`config.mk`:
```
export PLATFORM = sky130hd
export DESIGN_NAME = unix_time_to_cet_calendar_top_flat
export DESIGN_NICKNAME = d
export VERILOG_FILES = /design/src/sv/ucc_pkg.sv /design/src/sv/ucc_ifs.sv /design/src/sv/unix_time_to_cet_calendar_top.sv /design/src/sv/ucc_conv.sv /design/src/flat_wrapper.sv
export SDC_FILE = /design/constraint.sdc
export NUM_CORES = 2
export LEC_CHECK = 0
export ABC_AREA = 1
export BUFFER_PORTS_ARGS = -buffer_cell sky130_fd_sc_hd__buf_2
export CORE_ASPECT_RATIO = 0.6
export CORE_MARGIN = 2
export CORE_UTILIZATION = 29
export CTS_CLUSTER_SIZE = 40
export DETAILED_ROUTE_END_ITERATION = 16
export GPL_ROUTABILITY_DRIVEN = 0
export SLEW_MARGIN = 20
export SYNTH_ARGS = -nofsm -noshare
export SYNTH_HDL_FRONTEND = slang
export SYNTH_SLANG_ARGS = --single-unit
```
`constraint.sdc`:
```
create_clock -name clk -period 43 [get_ports clk]
set_input_delay 0 -clock clk [delete_from_list [all_inputs] [get_ports clk]]
set_output_delay 0 -clock clk [all_outputs]
set_load 0.02 [all_outputs]
```
`src/sv/ucc_pkg.sv`:
```
// ----------------------------------------------------------------------------
// ucc_pkg
// Shared types and constants for the Unix time to CET calendar converter.
// ----------------------------------------------------------------------------
`default_nettype none

package ucc_pkg;

	// register stages inside the date conversion pipeline
	localparam int CONV_LAT = 7;

	localparam logic [31:0] ZONE_OFFSET   = 32'd3600;
	localparam logic [31:0] SUMMER_OFFSET = 32'd7200;

	typedef struct packed {
		logic [10:0] year;
		logic [3:0]  month;
		logic [4:0]  day;
		logic [4:0]  hour;
		logic [5:0]  minute;
		logic [5:0]  second;
	} cal_t;

endpackage

`default_nettype wire

```
`src/sv/ucc_ifs.sv`:
```
// ----------------------------------------------------------------------------
// ucc_ifs
// Valid/ready channels: timestamp in, local calendar fields out.
// ----------------------------------------------------------------------------
`default_nettype none

interface ucc_ts_if;
	logic        valid;
	logic        ready;
	logic [30:0] unix_seconds;
	logic        force_summer;

	modport source (output valid, unix_seconds, force_summer, input ready);
	modport sink (input valid, unix_seconds, force_summer, output ready);
endinterface

interface ucc_cal_if;
	logic        valid;
	logic        ready;
	logic [10:0] year;
	logic [3:0]  month;
	logic [4:0]  day;
	logic [4:0]  hour;
	logic [5:0]  minute;
	logic [5:0]  second;
	logic        summer_time;

	modport source (output valid, year, month, day, hour, minute, second, summer_time,
		input ready);
	modport sink (input valid, year, month, day, hour, minute, second, summer_time,
		output ready);
endinterface

`default_nettype wire

```
`src/sv/unix_time_to_cet_calendar_top.sv`:
```
// ----------------------------------------------------------------------------
// unix_time_to_cet_calendar_top
// Unix seconds to central European local date and time with summer rules.
// ----------------------------------------------------------------------------
//  channel  dir  handshake     payload
//  ts       in   valid/ready   unix_seconds[30:0], force_summer
//  cal      out  valid/ready   year, month, day, hour, minute, second, summer_time
//
//  Registered path: input register, 7 conversion stages, output register.
//  One transaction per cycle unless stalled; winter and summer conversions run in parallel
//  and the output stage applies the summer rules to the winter result.
//  The whole pipeline holds while the output register is full and not taken.
//  arst_n clears the valid bits only.
// ----------------------------------------------------------------------------
`default_nettype none

module unix_time_to_cet_calendar_top (
	input  wire logic clk,
	input  wire logic arst_n,
	ucc_ts_if.sink    ts,
	ucc_cal_if.source cal
);
	import ucc_pkg::*;

	logic en;
	logic out_vld_q;

	assign en       = !out_vld_q || cal.ready;
	assign ts.ready = en;

	// input stage: both local offsets
	logic [31:0] sec_w_s1;
	logic [31:0] sec_s_s1;

	always_ff @(posedge clk) begin
		if (en) begin
			sec_w_s1 <= {1'b0, ts.unix_seconds} + ZONE_OFFSET;
			sec_s_s1 <= {1'b0, ts.unix_seconds} + SUMMER_OFFSET;
		end
	end

	// valid and force flag travel alongside the conversions
	logic vld_q   [0:CONV_LAT];
	logic force_q [0:CONV_LAT];

	always_ff @(posedge clk or negedge arst_n) begin
		if (!arst_n) begin
			for (int i = 0; i <= CONV_LAT; i++) vld_q[i] <= 1'b0;
		end else if (en) begin
			vld_q[0] <= ts.valid;
			for (int i = 1; i <= CONV_LAT; i++) vld_q[i] <= vld_q[i-1];
		end
	end

	always_ff @(posedge clk) begin
		if (en) begin
			force_q[0] <= ts.force_summer;
			for (int i = 1; i <= CONV_LAT; i++) force_q[i] <= force_q[i-1];
		end
	end

	cal_t       win_cal;
	cal_t       sum_cal;
	logic [2:0] win_wday;

	ucc_conv u_conv_win (
		.clk     (clk),
		.en      (en),
		.secs    (sec_w_s1),
		.cal     (win_cal),
		.weekday (win_wday)
	);

	ucc_conv u_conv_sum (
		.clk     (clk),
		.en      (en),
		.secs    (sec_s_s1),
		.cal     (sum_cal),
		.weekday ()
	);

	// summer rules on the winter fields
	logic [5:0] k;
	logic       w_sun;
	logic       rule_hit;
	logic       summer;

	always_comb begin
		k        = 6'd32 - {1'b0, win_cal.day} + {3'd0, win_wday};
		w_sun    = (win_wday == 3'd0);
		rule_hit = 1'b0;
		if (win_cal.month >= 4'd4 && win_cal.month <= 4'd9)
			rule_hit = 1'b1;
		if (win_cal.month == 4'd3 && k < 6'd7 && !w_sun)
			rule_hit = 1'b1;
		if (win_cal.month == 4'd3 && k < 6'd7 && w_sun && win_cal.hour > 5'd1)
			rule_hit = 1'b1;
		if (win_cal.month == 4'd10 && k > 6'd7)
			rule_hit = 1'b1;
		if (win_cal.month == 4'd10 && k < 6'd7 && w_sun && win_cal.hour < 5'd2)
			rule_hit = 1'b1;
		summer = force_q[CONV_LAT] || rule_hit;
	end

	// output register
	cal_t out_q;
	logic summer_q;

	always_ff @(posedge clk or negedge arst_n) begin
		if (!arst_n) begin
			out_vld_q <= 1'b0;
		end else if (en) begin
			out_vld_q <= vld_q[CONV_LAT];
		end
	end

	always_ff @(posedge clk) begin
		if (en) begin
			out_q    <= summer ? sum_cal : win_cal;
			summer_q <= summer;
		end
	end

	assign cal.valid       = out_vld_q;
	assign cal.year        = out_q.year;
	assign cal.month       = out_q.month;
	assign cal.day         = out_q.day;
	assign cal.hour        = out_q.hour;
	assign cal.minute      = out_q.minute;
	assign cal.second      = out_q.second;
	assign cal.summer_time = summer_q;

endmodule

`default_nettype wire

```
`src/sv/ucc_conv.sv`:
```
// ----------------------------------------------------------------------------
// ucc_conv
// Seven-stage seconds-to-calendar pipeline (Gregorian, 1970..2057 window),
// plus the weekday of the UTC day for a one-hour zone offset.
// ----------------------------------------------------------------------------
`default_nettype none

module ucc_conv (
	input  wire logic        clk,
	input  wire logic        en,
	input  wire logic [31:0] secs,
	output ucc_pkg::cal_t    cal,
	output logic [2:0]       weekday
);
	import ucc_pkg::*;

	// day offset of each month, counted from March 1
	function automatic logic [8:0] month_start(input logic [3:0] mp);
		logic [8:0] r;
		case (mp)
			4'd0:    r = 9'd0;
			4'd1:    r = 9'd31;
			4'd2:    r = 9'd61;
			4'd3:    r = 9'd92;
			4'd4:    r = 9'd122;
			4'd5:    r = 9'd153;
			4'd6:    r = 9'd184;
			4'd7:    r = 9'd214;
			4'd8:    r = 9'd245;
			4'd9:    r = 9'd275;
			4'd10:   r = 9'd306;
			4'd11:   r = 9'd337;
			default: r = 9'd0;
		endcase
		return r;
	endfunction

	// stage 1: days = secs / 86400 as (secs >> 7) / 675 by reciprocal
	logic [50:0] days_prod;
	logic [14:0] days_s1;
	logic [16:0] secs_lo_s1;

	assign days_prod = 51'(secs[31:7]) * 51'd50903317;

	always_ff @(posedge clk) begin
		if (en) begin
			days_s1    <= days_prod[49:35];
			secs_lo_s1 <= secs[16:0];
		end
	end

	// stage 2: seconds of day, days since 1968-03-01
	logic [31:0] day_secs;
	logic [16:0] rem_s2;
	logic [14:0] dd_s2;
	logic [14:0] days_s2;

	assign day_secs = 32'(days_s1) * 32'd86400;

	always_ff @(posedge clk) begin
		if (en) begin
			rem_s2  <= secs_lo_s1 - day_secs[16:0];
			dd_s2   <= days_s1 + 15'd671;
			days_s2 <= days_s1;
		end
	end

	// stage 3: hour = rem / 3600, four-year cycle = dd / 1461
	logic [26:0] hour_prod;
	logic [30:0] cyc_prod;
	logic [4:0]  hour_s3;
	logic [4:0]  cyc_s3;
	logic [16:0] rem_s3;
	logic [14:0] dd_s3;
	logic [14:0] days_s3;

	assign hour_prod = 27'(rem_s2[16:4]) * 27'd9321;
	assign cyc_prod  = 31'(dd_s2) * 31'd45934;

	always_ff @(posedge clk) begin
		if (en) begin
			hour_s3 <= hour_prod[25:21];
			cyc_s3  <= cyc_prod[30:26];
			rem_s3  <= rem_s2;
			dd_s3   <= dd_s2;
			days_s3 <= days_s2;
		end
	end

	// stage 4: seconds of hour, day within cycle, UTC day index + 4
	logic [16:0] hour_secs;
	logic [15:0] cyc_days;
	logic [11:0] r2_s4;
	logic [10:0] r_s4;
	logic [14:0] wx_s4;
	logic [4:0]  hour_s4;
	logic [4:0]  cyc_s4;

	assign hour_secs = 17'(hour_s3) * 17'd3600;
	assign cyc_days  = 16'(cyc_s3) * 16'd1461;

	always_ff @(posedge clk) begin
		if (en) begin
			r2_s4   <= rem_s3[11:0] - hour_secs[11:0];
			r_s4    <= dd_s3[10:0] - cyc_days[10:0];
			// local midnight hour belongs to the previous UTC day
			wx_s4   <= days_s3 - 15'(hour_s3 == 5'd0) + 15'd4;
			hour_s4 <= hour_s3;
			cyc_s4  <= cyc_s3;
		end
	end

	// stage 5: minute, year of cycle and day of year, weekday quotient
	logic [20:0] min_prod;
	logic [30:0] wq_prod;
	logic [1:0]  yoe;
	logic [10:0] yoe_days;
	logic [5:0]  minute_s5;
	logic [1:0]  yoe_s5;
	logic [8:0]  doy_s5;
	logic [11:0] wq_s5;
	logic [2:0]  wx_s5;
	logic [11:0] r2_s5;
	logic [4:0]  hour_s5;
	logic [4:0]  cyc_s5;

	assign min_prod = 21'(r2_s4[11:2]) * 21'd1093;
	assign wq_prod  = 31'(wx_s4) * 31'd37450;

	always_comb begin
		// leap day of the cycle stays in the last year
		if (r_s4 >= 11'd1095) begin
			yoe      = 2'd3;
			yoe_days = 11'd1095;
		end else if (r_s4 >= 11'd730) begin
			yoe      = 2'd2;
			yoe_days = 11'd730;
		end else if (r_s4 >= 11'd365) begin
			yoe      = 2'd1;
			yoe_days = 11'd365;
		end else begin
			yoe      = 2'd0;
			yoe_days = 11'd0;
		end
	end

	always_ff @(posedge clk) begin
		if (en) begin
			minute_s5 <= min_prod[19:14];
			yoe_s5    <= yoe;
			doy_s5    <= 9'(r_s4 - yoe_days);
			wq_s5     <= wq_prod[29:18];
			wx_s5     <= wx_s4[2:0];
			r2_s5     <= r2_s4;
			hour_s5   <= hour_s4;
			cyc_s5    <= cyc_s4;
		end
	end

	// stage 6: second, month from March, weekday
	logic [22:0] mp_prod;
	logic [11:0] min_secs;
	logic [14:0] wq7;
	logic [5:0]  second_s6;
	logic [3:0]  mp_s6;
	logic [2:0]  w_s6;
	logic [8:0]  doy_s6;
	logic [5:0]  minute_s6;
	logic [4:0]  hour_s6;
	logic [4:0]  cyc_s6;
	logic [1:0]  yoe_s6;

	assign mp_prod  = 23'(11'(doy_s5) * 11'd5 + 11'd2) * 23'd3427;
	assign min_secs = 12'(minute_s5) * 12'd60;
	assign wq7      = 15'(wq_s5) * 15'd7;

	always_ff @(posedge clk) begin
		if (en) begin
			second_s6 <= r2_s5[5:0] - min_secs[5:0];
			mp_s6     <= mp_prod[22:19];
			w_s6      <= wx_s5 - wq7[2:0];
			doy_s6    <= doy_s5;
			minute_s6 <= minute_s5;
			hour_s6   <= hour_s5;
			cyc_s6    <= cyc_s5;
			yoe_s6    <= yoe_s5;
		end
	end

	// stage 7: day, civil month and year
	logic [3:0]  month_c;
	logic [10:0] year_c;
	cal_t        cal_s7;
	logic [2:0]  w_s7;

	always_comb begin
		month_c = (mp_s6 < 4'd10) ? mp_s6 + 4'd3 : mp_s6 - 4'd9;
		year_c  = 11'd1968 + {4'd0, cyc_s6, 2'd0} + 11'(yoe_s6)
			+ 11'(month_c <= 4'd2);
	end

	always_ff @(posedge clk) begin
		if (en) begin
			cal_s7.year   <= year_c;
			cal_s7.month  <= month_c;
			cal_s7.day    <= 5'(doy_s6 - month_start(mp_s6) + 9'd1);
			cal_s7.hour   <= hour_s6;
			cal_s7.minute <= minute_s6;
			cal_s7.second <= second_s6;
			w_s7          <= w_s6;
		end
	end

	assign cal     = cal_s7;
	assign weekday = w_s7;

endmodule

`default_nettype wire

```
`src/flat_wrapper.sv`:
```
// flat-port wrapper written by rule: the top's interface ports become plain ports
module unix_time_to_cet_calendar_top_flat import ucc_pkg::*;
  (clk, arst_n, ts_valid, ts_unix_seconds, ts_force_summer, ts_ready, cal_valid, cal_year, cal_month, cal_day, cal_hour, cal_minute, cal_second, cal_summer_time, cal_ready);
  ucc_ts_if ts_i ();
  ucc_cal_if cal_i ();
  input  wire logic clk;
  input  wire logic arst_n;
  input wire logic [$bits(ts_i.valid)-1:0] ts_valid;
  input wire logic [$bits(ts_i.unix_seconds)-1:0] ts_unix_seconds;
  input wire logic [$bits(ts_i.force_summer)-1:0] ts_force_summer;
  output wire logic [$bits(ts_i.ready)-1:0] ts_ready;
  output wire logic [$bits(cal_i.valid)-1:0] cal_valid;
  output wire logic [$bits(cal_i.year)-1:0] cal_year;
  output wire logic [$bits(cal_i.month)-1:0] cal_month;
  output wire logic [$bits(cal_i.day)-1:0] cal_day;
  output wire logic [$bits(cal_i.hour)-1:0] cal_hour;
  output wire logic [$bits(cal_i.minute)-1:0] cal_minute;
  output wire logic [$bits(cal_i.second)-1:0] cal_second;
  output wire logic [$bits(cal_i.summer_time)-1:0] cal_summer_time;
  input wire logic [$bits(cal_i.ready)-1:0] cal_ready;
  assign ts_i.valid = ts_valid;
  assign ts_i.unix_seconds = ts_unix_seconds;
  assign ts_i.force_summer = ts_force_summer;
  assign ts_ready = ts_i.ready;
  assign cal_valid = cal_i.valid;
  assign cal_year = cal_i.year;
  assign cal_month = cal_i.month;
  assign cal_day = cal_i.day;
  assign cal_hour = cal_i.hour;
  assign cal_minute = cal_i.minute;
  assign cal_second = cal_i.second;
  assign cal_summer_time = cal_i.summer_time;
  assign cal_i.ready = cal_ready;
  unix_time_to_cet_calendar_top u_core (.clk(clk), .arst_n(arst_n), .ts(ts_i), .cal(cal_i));
endmodule
```
==> impl_metrics.json <==
{
  "required_ps": 43570,
  "synth-compound-area-share_pct": 5.27,
  "dr_total_vias": 51500,
  "area_delta_synth_final_pct": 10.5,
  "hold_depth": 2,
  "finalHoldViolCount": 0,
  "cts_buffer_depth": 3,
  "rsz0062_at_grt": "false",
  "ys_top_cells_by_count": "2002 x inv_1, 1529 x ha_1, 963 x nand2_1",
  "netlist_area_um2": 74900,
  "die_h_um": 398,
  "synth_top_area_share_pct": 25.5,
  "dieArea_um2": 263000,
  "clk_latency_ps": 700,
  "grt_pass1_wl_um": 286000,
  "setup-tns-final_ps": 0,
  "arrival_ps": 7500,
  "finalSetupViolations": 0,
  "finalWirelength_um": 178000,
  "grt_most_used_layer": "met1",
  "maxCapViolCount": 0,
  "grt_max_degree": 131,
  "rr_worst_depth": 32,
  "dpl.hpwl_um": 152000,
  "grt_use_met2_pct": 18.9,
  "drt_iter0_drc": 4360,
  "clock_skew_ps": 53.2,
  "cts_tree": "yes",
  "cts_hold_buffers": 60,
  "cts_resized": 0,
  "start_util_pct": 29.2,
  "overflow": 0,
  "dr.pass1.iters": 6,
  "crit_cells": 32,
  "startpoint_type": "flip-flop",
  "ys_top_cells_by_area": "ha_1 26%, edfxtp_1 24%, fa_1 21%",
  "synth_seq_area_share_pct": 24.8,
  "cts_setup_buffers": 0,
  "crit_slowest_cell": "edfxtp_1",
  "synth_xor_xnor_area_share_pct": 3.80,
  "clk_pin_slew_worst_paths_ps": 70,
  "cts.sinks": 624,
  "avgSynthCellArea_um2": 9.71,
  "drc": 0,
  "core_um2": 257000,
  "final_antenna_net_count": 0,
  "crit_type": "reg -> reg",
  "status": "finished, final reports clean",
  "fin_nets": 10300,
  "clock-root-buffer": "clkbuf_16",
  "ios": 76,
  "synthSimpleGateAreaFrac_pct": 9.76,
  "slew_headroom_pct": 33.9,
  "synthMuxAreaShare_pct": 0,
  "drive_above_1_share_pct": 3.53,
  "fp.dieW_um": 660,
  "htree_levels": 3,
  "synth_top_family_by_area": "adder cells",
  "std_cell_rows": 144,
  "ys.flop_type": "edfxtp_1",
  "track_usage_pct": 13.6,
  "via_per_inst": 4.51,
  "cts_made_buffers": 70,
  "syn_inst": 7715,
  "synthesis.nets": 10100,
  "min_path_type": "in -> reg",
  "drv_slew": 0,
  "io_buffers": 75,
  "synth.most_common_cell": "inv_1",
  "worstSetupEndpointType": "flip-flop",
  "ys_warn_count": 0,
  "tightest_slew_ps": 991,
  "antenna_found_initial": 12,
  "synth_cell_types": 61,
  "fmax_ghz": 0.144,
  "synth_edf_count": 605,
  "synth_top_area_cell": "ha_1",
  "synthAdderAreaFrac_pct": 46.2,
  "synth_seq_cells": 624,
  "synthArstFlopShare_pct": 1.44,
  "met3_usage_pct": 3.14,
  "crit_family": "adder cells",
  "crit_buf_inv": 4,
  "grt_util_met1_pct": 21.5,
  "path_common_cell": "nand2_1",
  "min_period_ps": 6930,
  "cp_slowest_stage_delay_ps": 510,
  "detail_route.wl_per_cell_um": 15.6,
  "fin_crit_sh_pct": 16.1,
  "grt_pass1_vias": 52000,
  "worst-path-max-fanout": 8
}
[metal layers]
metal | share of wire, % | wire (um)
met1 | 52 | 92600
met2 | 39 | 68800
met3 | 8.1 | 14500
met4 | 1.3 | 2240
met5 | 0 | 0
[worst register-to-register path, delay by kind of cell, from the launching register on]
kind | cells | cell delay, ps
adders and majority gates | 9 | 3420
and+or+nand+nor | 14 | 1180
AOI/OAI and AO/OA | 4 | 930
DFF | 1 | 510
xor gates and xnor gates | 1 | 410
buffers and inverters | 4 | 350
[final cells by class]
class,count,area (um^2)
inverters,2014,7570
clock buffers,81,1810
repair buffers,151,1120
fillers,26300,174000
well taps,3431,4290
multi-input cells,5063,48700
clock inverters,49,721
flip-flops and latches,624,18600
diodes,1,2.50
[registers in the layout, indices dropped and copies added (netlist names), 12 cells and up, named ones only]
name	count
u_core.u_conv_sum.rem_s2	17
u_core.u_conv_sum.dd_s2	15
u_core.u_conv_win.dd_s2	15
u_core.u_conv_sum.rem_s3	12
u_core.u_conv_sum.r2_s4	12
u_core.u_conv_win.days_s3	15
u_core.u_conv_win.days_s1	15
u_core.u_conv_sum.days_s1	15
u_core.u_conv_sum.cal	37
u_core.u_conv_win.rem_s2	13
u_core.u_conv_sum.secs_lo_s1	17
u_core.u_conv_win.days_s2	15
u_core.sec_w_s1	32
u_core.u_conv_win.wx_s4	15
u_core.sec_s_s1	28
u_core.u_conv_win.cal	35
u_core.u_conv_win.secs_lo_s1	13
[layout by cell type (no fill, tap or decap), types with 11 or more instances in the layout]
cell type,instances
xor2_1,220
o21ai_1,39
buf_2,75
nor2_1,351
a21boi_0,14
nor4_1,22
ha_1,1529
a21o_1,28
a31oi_1,16
o21ai_0,203
inv_2,11
nand3_1,197
dlygate4sd3_1,60
nand2_2,14
fa_1,773
nand2_1,963
o211ai_1,16
inv_1,2002
a21oi_1,326
clkbuf_16,71
nor2_2,16
edfxtp_1,605
o21bai_1,25
nand4_1,51
nor3_1,65
bufinv_16,13
xnor2_1,92
buf_4,14
[through the flow]
step / utilization, % / hold WS [ps] / std cells / setup WS (ps) / area (um^2)
final: 32.2 / 59.8 / 11400 / 36070 / 82900
after global routing: 32.2 / 27.3 / 11400 / 35470 / 82800
after CTS: 32.2 / 0.0562 / 11400 / 36070 / 82800
after detailed placement: 31.0 / -133 / 11200 / 36110 / 79700
after global placement: 31.0 / -145 / 11200 / 36000 / 79700
after floorplan: - / -296 / 7715 / 24170 / 74900
[final timing paths]
path	from	endpoint	slack, ps
hold / removal	ts_unix_seconds[2]	u_core.sec_w_s1[2]	60
setup / recovery	u_core.u_conv_win.doy_s5[1]	flip-flop	36070
min in group asynchronous	arst_n	u_core.cal.valid	310
max in group asynchronous	arst_n	u_core.vld_q[7]	42390
setup reg to reg	u_core.u_conv_win.doy_s5[1]	flip-flop	36070
hold reg to reg	u_core.u_conv_sum.hour_s5[1]	u_core.u_conv_sum.hour_s6[1]	390
[kinds of logic after synthesis]
family | after synthesis
flip-flops | 624
AO/OA/AOI/OAI | 713
adder cells (fa/ha/maj) | 2302
XOR/XNOR | 317
buffers and inverters | 2028
AND/OR/NAND/NOR | 1731
Power is not shown: default switching activity piles up to over one toggle a cycle in this logic, so the estimate is an artifact.
